File: config.mk
export PLATFORM = sky130hd
export DESIGN_NAME = bis_ctrl
export DESIGN_NICKNAME = d
export VERILOG_FILES = /design/src/rtl/bis_pkg.sv /design/src/rtl/bis_ctrl.sv
export SDC_FILE = /design/constraint.sdc
export NUM_CORES = 1
export LEC_CHECK = 0
export BUFFER_PORTS_ARGS = -buffer_cell sky130_fd_sc_hd__buf_2
export CELL_PAD_IN_SITES_DETAIL_PLACEMENT = 0
export CELL_PAD_IN_SITES_GLOBAL_PLACEMENT = 1
export CORE_MARGIN = 1
export CORE_UTILIZATION = 30
export DETAILED_ROUTE_END_ITERATION = 6
export PLACE_DENSITY = 0.8
export SLEW_MARGIN = 0
export SYNTH_ARGS = -nofsm -noshare
export SYNTH_HDL_FRONTEND = slang
export SYNTH_SLANG_ARGS = --single-unit
export TNS_END_PERCENT = 20
File: constraint.sdc
create_clock -name clk -period 1.6 [get_ports clk]
set_clock_uncertainty 0.15 [all_clocks]
set_input_delay 0.08 -clock clk [delete_from_list [all_inputs] [get_ports clk]]
set_output_delay 0.08 -clock clk [all_outputs]
set_load 0.005 [all_outputs]
File: src/rtl/bis_pkg.sv
package bis_pkg;

	localparam int WORD_BITS = 32;
	localparam int F_BITS    = 48;
	localparam int CNT_BITS  = 6;

	// last iteration row before the forced final row
	localparam logic [CNT_BITS-1:0] MAX_ITER = CNT_BITS'(32);
	localparam logic [WORD_BITS-1:0] TOL_MIN = WORD_BITS'(2);
	localparam logic [WORD_BITS-1:0] TOL_RESET = WORD_BITS'(66);

	// operand select for the square unit
	localparam logic [1:0] SEL_LOWER = 2'd0;
	localparam logic [1:0] SEL_UPPER = 2'd1;
	localparam logic [1:0] SEL_MID   = 2'd2;

	// register byte addresses
	localparam logic [2:0] ADDR_TOLERANCE = 3'd0;

	typedef struct packed {
		logic signed [WORD_BITS-1:0] lower_start;
		logic signed [WORD_BITS-1:0] upper_start;
	} bis_in_t;

	typedef struct packed {
		logic [CNT_BITS-1:0]         row_number;
		logic signed [WORD_BITS-1:0] lower_end;
		logic signed [F_BITS-1:0]    f_lower;
		logic signed [WORD_BITS-1:0] upper_end;
		logic signed [F_BITS-1:0]    f_upper;
		logic signed [WORD_BITS-1:0] midpoint;
		logic signed [F_BITS-1:0]    f_midpoint;
		logic [WORD_BITS-1:0]        width;
		logic                        status;
		logic                        last;
	} bis_out_t;

	typedef struct packed {
		logic       load;
		logic       mul_en;
		logic [1:0] sel;
		logic       fin_en;
		logic       fl_store;
		logic       fh_store;
		logic       mid_en;
		logic       cnt_set1;
		logic       cnt_inc;
		logic       update;
		logic       emit_row;
		logic       emit_last;
		logic       emit_noroot;
	} bis_cmd_t;

	typedef struct packed {
		logic sign_ok;
		logic stop;
	} bis_stat_t;

endpackage

File: src/rtl/bis_ctrl.sv
module bis_ctrl (
	input  logic               clk,
	input  logic               arst_n,
	input  logic               start,
	input  bis_pkg::bis_stat_t stat,
	output bis_pkg::bis_cmd_t  cmd,
	output logic               busy
);
	import bis_pkg::*;

	localparam logic [3:0] ST_IDLE = 4'd0;
	localparam logic [3:0] ST_ML   = 4'd1;
	localparam logic [3:0] ST_FL   = 4'd2;
	localparam logic [3:0] ST_SL   = 4'd3;
	localparam logic [3:0] ST_FU   = 4'd4;
	localparam logic [3:0] ST_CHK  = 4'd5;
	localparam logic [3:0] ST_DEC  = 4'd6;
	localparam logic [3:0] ST_MM   = 4'd7;
	localparam logic [3:0] ST_MF   = 4'd8;
	localparam logic [3:0] ST_ROW  = 4'd9;
	localparam logic [3:0] ST_MID  = 4'd10;

	logic [3:0] state_q, state_d;
	logic       final_q, final_d;

	always_comb begin
		cmd     = '0;
		cmd.sel = SEL_MID;
		state_d = state_q;
		final_d = final_q;
		unique case (state_q)
			ST_IDLE: begin
				if (start) begin
					cmd.load = 1'b1;
					state_d  = ST_ML;
				end
			end
			ST_ML: begin
				cmd.mul_en = 1'b1;
				cmd.sel    = SEL_LOWER;
				state_d    = ST_FL;
			end
			ST_FL: begin
				cmd.fin_en = 1'b1;
				state_d    = ST_SL;
			end
			ST_SL: begin
				cmd.fl_store = 1'b1;
				cmd.mul_en   = 1'b1;
				cmd.sel      = SEL_UPPER;
				state_d      = ST_FU;
			end
			ST_FU: begin
				cmd.fin_en = 1'b1;
				state_d    = ST_CHK;
			end
			ST_CHK: begin
				cmd.fh_store = 1'b1;
				state_d      = ST_DEC;
			end
			ST_DEC: begin
				if (!stat.sign_ok) begin
					cmd.emit_noroot = 1'b1;
					state_d         = ST_IDLE;
				end else begin
					cmd.cnt_set1 = 1'b1;
					cmd.mid_en   = 1'b1;
					final_d      = 1'b0;
					state_d      = ST_MM;
				end
			end
			ST_MM: begin
				cmd.mul_en = 1'b1;
				cmd.sel    = SEL_MID;
				state_d    = ST_MF;
			end
			ST_MF: begin
				cmd.fin_en = 1'b1;
				state_d    = ST_ROW;
			end
			ST_ROW: begin
				cmd.emit_row  = 1'b1;
				cmd.emit_last = final_q;
				if (final_q) begin
					state_d = ST_IDLE;
				end else begin
					cmd.update = 1'b1;
					state_d    = ST_MID;
				end
			end
			ST_MID: begin
				cmd.mid_en  = 1'b1;
				cmd.cnt_inc = 1'b1;
				final_d     = stat.stop;
				state_d     = ST_MM;
			end
			default: begin
				state_d = ST_IDLE;
			end
		endcase
	end

	always_ff @(posedge clk or negedge arst_n) begin
		if (!arst_n) begin
			state_q <= ST_IDLE;
			final_q <= 1'b0;
		end else begin
			state_q <= state_d;
			final_q <= final_d;
		end
	end

	assign busy = (state_q != ST_IDLE);

endmodule

# Yosys cells after proc, flatten, opt, wreduce, memory -nomap -nowiden
# Index checks and enable logic that the tools add are counted.
# totals
register_bits	5
input_bits	5
output_inout_bits	15
wordCells	39
# classes
eq_ne	12
muxes	20
n_reduce_logical	5
# op_table
cell	count
case mux 4 bit (11 select lines)	1
== test 4 x 3 -> 1 bit, second input constant	4
== test 4 bit, second input constant	3
two-way mux 1 bit	11
case mux 3 bit (3 select lines)	1
== test 4 x 2 -> 1 bit, second input constant	2
two-way mux 4 bit	2
two-way mux 3 bit	2
== test 4 x 1 -> 1 bit, second input constant	1
logical NOT 4 bit	1
!= test 2 bit, second input constant	2
case mux 1 bit (2 select lines)	2
nonzero test 4 bit	1
OR reduction 3 bit	1
two-way mux 2 bit	1
AND reduction 2 bit	1
nonzero test 2 bit	1

# Logic depth before layout (Yosys ltp)
# Gate-level depths: netlist of run 1.
# logic_depth
word_depth	3
mapped_depth	4
depth_no_buf	3

# Least setup slack after synthesis of run 1
# No wires, ideal clock.
# synth_timing
path_type	register to register
from	register state_q[0]
to	register final_q
setup_time_ps	129
arrival_ps	954
slack_ps	367
stages_incl_launch_ff	5
n_path_buf	1
cell_sequence	dfrtp_1 buf_6 nand2b_1 nor3_1 a211oi_2
# synth_between
elab_chain_cells	3
# synth_lines
item	line	text
start: declaration	bis_ctrl.sv:23	logic [3:0] state_q, state_d;
start signal: assignment	bis_ctrl.sv:108	state_q <= state_d;
== test 4 x 3 -> 1 bit / == test 4 bit (equally long branches)	bis_ctrl.sv:31	unique case (state_q)
!= test 2 bit (no line) / nonzero test 2 bit (equally long branches)	n/a	
AND reduction 2 bit (no line)	n/a	
end signal: assignment	bis_ctrl.sv:109	final_q <= final_d;
end: declaration	bis_ctrl.sv:24	logic final_q, final_d;
# Several ways; a longest one is shown, not always the timed one.
# A chain may end at the register's enable or synchronous reset.

==> out/qor.csv, run 1 <==
metric,value,unit
path_max_fanout,6,
required,1370,ps
setup_viol,0,
multi_input_area,275,µm²
ys.flop_type,dfrtp_1,
cts_root_buf,clkbuf_4,
initial_core_util,0.329,
cpLargestDelayFamily,flip-flops,
power_density,2060,nW/µm²
grt_antenna_before_repair,0,
synth_compound_area_frac,0.288,
final_cells,98,
hold_viol_final,0,
grt_usage,0.130,
synth_cells,54,
die_y,40.3,µm
die_w,40.3,µm
grt_pass1_vias,317,
firstDrtPassIters,2,
clock_sinks,5,
synth.distinct_cells,29,
tightest_slew,243,ps
path_clk_slew,50,ps
postRouteAntennaNets,0,
cts_buffer_depth,2,
drt_iter0_drc,1,
max_freq,641,MHz
dp_hpwl,709,µm
num_io_pins,20,
critPathCapture,cmd[11],
crit_slowest_cell,dfrtp_2,
maxCapViolations,0,
drc,0,
vias,466,
dieArea,1620,µm²
end_kind,output port,
portBuffers,19,
rows,13,
cts_tree,done,
status,"complete, no violations",
design_area,656,µm²
critPathKind,reg2out,
hold_class,in2async,
reg2regPathDepth,3,
max_slew_margin,0.838,
grt_max_degree,14,
yosys.area_share.simple,0.285,
syn_to_final_growth,49.3,%
dp_slack,164,ps
rsz0062_at_grt,yes,
grt_pass1_wl,1.32,mm
diodes,0,
async_flop_share,1.00,
final_common_cell,buf_2,
r2r-end,final_q$_DFFE_PN0P_,
cp_num_buf_inv,2,
yosysWarningCount,0,
gp_congestion,0.752,
arrival,1330,ps
power.leakage,0.000332,µW
synth_fp_nets,59,
overflow,0,
whs,35.6,ps
r2r_slack,300,ps
cts_buffers,3,
synthMuxAreaShare,0,
ys_seq_elements,5,
synth_xor_area_frac,0.0199,
nNetsFinal,89,
critPathLaunch,state_q[3]$_DFFE_PN0P_,
start_kind,flip-flop,
avgRoutedWirePerCell,10.5,µm
irDropWorstVdd,1.16,mV
fin_crit_sh,0.974,
core_area,1330,µm²
layout-drive-gt1-share,0.542,
drt-vias-per-instance,4.76,
yosysSeqAreaShare,0.285,
cp_cell_sequence,"buf_4, or3_1, buf_2",
synth_top_family_by_area,compound AO/OA/AOI/OAI gates,
fin_crit,1560,ps
avgSynthCellArea,8.13,µm²
syn-cell-area,439,µm²
placed_cells,84,
slew_violations,0,
cp.depth,3,
crit_path_max_incr_delay,450,ps
synth_edf_count,0,
placed_area,522,µm²
layout_setup_ws,41.0,ps
synth-adder-area-share,0,
htreeDepth,1,
reg2reg_from,state_q[0]$_DFFE_PN0P_,
total_power,1350,µW
most-common-layout-cells,"buf_2 (19), buf_4 (7), nor2_1 (5), o21ai_1 (5)",
regArea,130,µm²
fillers,135,
routed_wirelength,1.03,mm
clk_latency,240,ps
## routing by layer
layer	vias up	track usage	part of all wire
li1	247	-	-
met1	211	0.151	0.45
met2	8	0.214	0.53
met3	0	0.0333	0.022
met4	0	0.0750	0
met5	-	0	0
## state kept, by name (all words and copies together) (netlist names)
signal,count
final_q,1
state_q,4
## metrics by stage
| step | TNS [ps] | util |
|---|---|---|
| floorplan | 0 | - |
| global placement | 0 | 0.391 |
| detailed placement | 0 | 0.391 |
| CTS | 0 | 0.439 |
| global route | -92.8 | 0.492 |
| finish | 0 | 0.492 |
## Yosys cell counts, types with 2 or more instances
| cell | instances | area, µm² |
|---|---|---|
| nor3_1 | 4 | 20.0 |
| nand2b_1 | 4 | 25.0 |
| a21o_1 | 2 | 15.0 |
| buf_4 | 3 | 22.5 |
| inv_1 | 3 | 11.3 |
| o21ai_1 | 5 | 25.0 |
| nor2_1 | 6 | 22.5 |
| dfrtp_1 | 5 | 125 |
| nand2_1 | 2 | 7.51 |
## how the worst min path moves through the flow
stage                start                      to  slack [ps]  cells past startpoint
finish              arst_n     final_q$_DFFE_PN0P_          40                      2
global route        arst_n     final_q$_DFFE_PN0P_          40                      2
global placement    arst_n  state_q[2]$_DFFE_PN0P_        -250                      1
CTS                 arst_n     final_q$_DFFE_PN0P_          20                      2
detailed placement  arst_n  state_q[2]$_DFFE_PN0P_        -250                      1
floorplan           arst_n     final_q$_DFFE_PN0P_        -370                      0
## timing repair
action / in CTS / in global routing
gates resized for setup: 4 / 6
pin swaps: 0 / 1
hold buffers: 3 / 0
hold endpoints to repair: 7 / 0
endpoints found under the setup margin: 6 / 7
buffers inserted: 0 / 7
## report_power, final
part           total (µW)  switching [µW]  internal (µW)  leakage (µW)
combinational         871             399            472      0.000256
clock                 146            55.7           90.6     0.0000177
sequential            333             133            200     0.0000585
## final cells by class
class                           instances  share of cell area
Inverter                                4              0.0229
Multi-Input combinational cell         40               0.420
Tap cell                               15              0.0286
Clock inverter                          1             0.00763
Timing Repair Buffer                   30               0.288
Clock buffer                            3              0.0344
Sequential cell                         5               0.198
## kinds of logic (layout without fill, tap and decap cells)
group / count (synthesis) / in the layout
AO/OA/AOI/OAI: 17 / 17
XOR/XNOR: 1 / 1
buffers and inverters: 9 / 38
flip-flops: 5 / 5
AND/OR/NAND/NOR: 22 / 22
Note: power is estimated with default switching activity, not from simulation.
==> inputs of run 2 (changes only) <==
- SETUP_SLACK_MARGIN: not set -> 0.2
==> run 2 against run 1 <==
  * Cell area grew 15%
  * Hold slack lost 2.2 ps
  * Sequential power grew 4%
  * Largest power group unchanged
==> out/qor.csv, run 2 (synthesis gave the netlist of run 1 again) <==
metric,value,unit,change
grt_antenna_before_repair,0,,unchanged
arrival,1270,ps,-60 ps
overflow,0,,unchanged
placed_cells,84,,unchanged
max_freq,667,MHz,+4.0%
dieArea,1620,µm²,unchanged
setup_viol,0,,unchanged
fin_crit,1500,ps,-59.5 ps
die_y,40.3,µm,unchanged
drt_iter0_drc,0,,-1
cts_root_buf,clkbuf_4,,
tightest_slew,227,ps,-16.2 ps
vias,500,,+7.3%
grt_pass1_vias,400,,+26%
largestRegisters,"state_q: 4 flops, final_q: 1 flops",,
maxCapViolations,0,,unchanged
path_clk_slew,50,ps,about the same
finalSetupTns,0,ps,unchanged
die_w,40.3,µm,unchanged
grt_max_degree,8,,-6
avgRoutedWirePerCell,10.8,µm,+3.0%
power.leakage,0.000382,µW,+15%
diodes,0,,unchanged
final_common_cell,buf_2,,
clk_latency,240,ps,about the same
routed_wirelength,1.14,mm,+11%
postRouteAntennaNets,0,,unchanged
cts_buffers,3,,unchanged
drc,0,,unchanged
critPathKind,reg2out,,
final_cells,106,,+8.2%
end_kind,output port,,
grt_usage,0.167,,+0.0368
fin_crit_sh,0.937,,-0.0372
rows,13,,unchanged
utilization,0.567,,+0.0750
design_area,756,µm²,+15%
layout-drive-gt1-share,0.615,,+0.0732
htreeDepth,1,,unchanged
placed_area,522,µm²,unchanged
status,"complete, no violations",,
gp_congestion,0.752,,unchanged
nNetsFinal,97,,+9.0%
irDropWorstVdd,1.17,mV,+0.60%
drt-vias-per-instance,4.72,,-0.80%
most-common-layout-cells,"buf_2 (19), buf_4 (12), nor2_1 (5), o21ai_1 (5)",,
power_density,2160,nW/µm²,+4.9%
slew_violations,0,,unchanged
dp_hpwl,709,µm,unchanged
grt_pass1_wl,1.71,mm,+30%
top_register,state_q,,
whs,33.5,ps,-2.16 ps
firstDrtPassIters,1,,-1
hold_class,in2async,,
cts_buffer_depth,2,,unchanged
num_io_pins,20,,unchanged
syn_to_final_growth,72.1,%,
clock_sinks,5,,unchanged
max_slew_margin,0.849,,+0.0108
required,1370,ps,about the same
start_kind,flip-flop,,
largest_register_ff_count,4,,unchanged
rsz0062_at_grt,yes,,
portBuffers,19,,unchanged
core_area,1330,µm²,unchanged
hold_viol_final,0,,unchanged
cts_tree,done,,
reg2regPathDepth,5,,+2
path_max_fanout,6,,unchanged
initial_core_util,0.329,,unchanged
run 2: power breakdown:
| part | total (µW) | internal [µW] | leakage, µW | switching [µW] |
|---|---|---|---|---|
| clock network | 147 | 90.6 | 0.0000177 | 56.2 |
| logic | 1140 | 665 | 0.000306 | 477 |
| registers | 345 | 200 | 0.0000585 | 145 |
run 2: cell type report:
class                      count  area (µm²)
sequential                     5         130
clock buffer                   3        22.5
clock inverter                 1        5.00
fill                         126         578
multi-input combinational     40         303
timing repair buffer          38         262
inverter                       4        15.0
tap                           15        18.8
run 2: per-layer routing:
metal / share of wire / vias up / global-route usage
li1: - / 265 / -
met1: 0.42 / 227 / 0.178
met2: 0.56 / 8 / 0.310
met3: 0.020 / 0 / 0.0333
met4: 0 / 0 / 0.0750
met5: 0 / - / 0
run 2: repair_timing:
| action | CTS | global route |
|---|---|---|
| gates cloned | 0 | 0 |
| setup buffers | 13 | 2 |
| pin swaps | 2 | 1 |
| hold buffers | 3 | 0 |
| resized for setup | 16 | 1 |
| hold endpoints to repair | 7 | 0 |
| setup endpoints to repair | 17 | 18 |
run 2: final timing paths:
kind | startpoint | slack [ps] | to
setup / recovery | state_q[2]$_DFFE_PN0P_ | 100 | cmd[11]
hold / removal | arst_n | 30 | final_q$_DFFE_PN0P_
setup reg to reg | state_q[0]$_DFFE_PN0P_ | 170 | final_q$_DFFE_PN0P_
hold reg to reg | state_q[0]$_DFFE_PN0P_ | 490 | state_q[0]$_DFFE_PN0P_
max in group asynchronous | arst_n | 1120 | state_q[2]$_DFFE_PN0P_
min in group clk | stat[1] | 110 | state_q[0]$_DFFE_PN0P_
run 2: metrics by stage:
stage | worst slack (ps) | power, µW
2_1_floorplan | 367 | 858
3_3_place_gp | 138 | 1000
3_5_place_dp | 164 | 1010
4_1_cts | 101 | 1580
5_1_grt | 28.6 | 1790
6_report | 101 | 1630
run 2: critical path, cell delays in order, from the launching register on:
cell	delay (ps)
dfrtp_2	460
buf_6	150
or3_1	290
buf_2	130
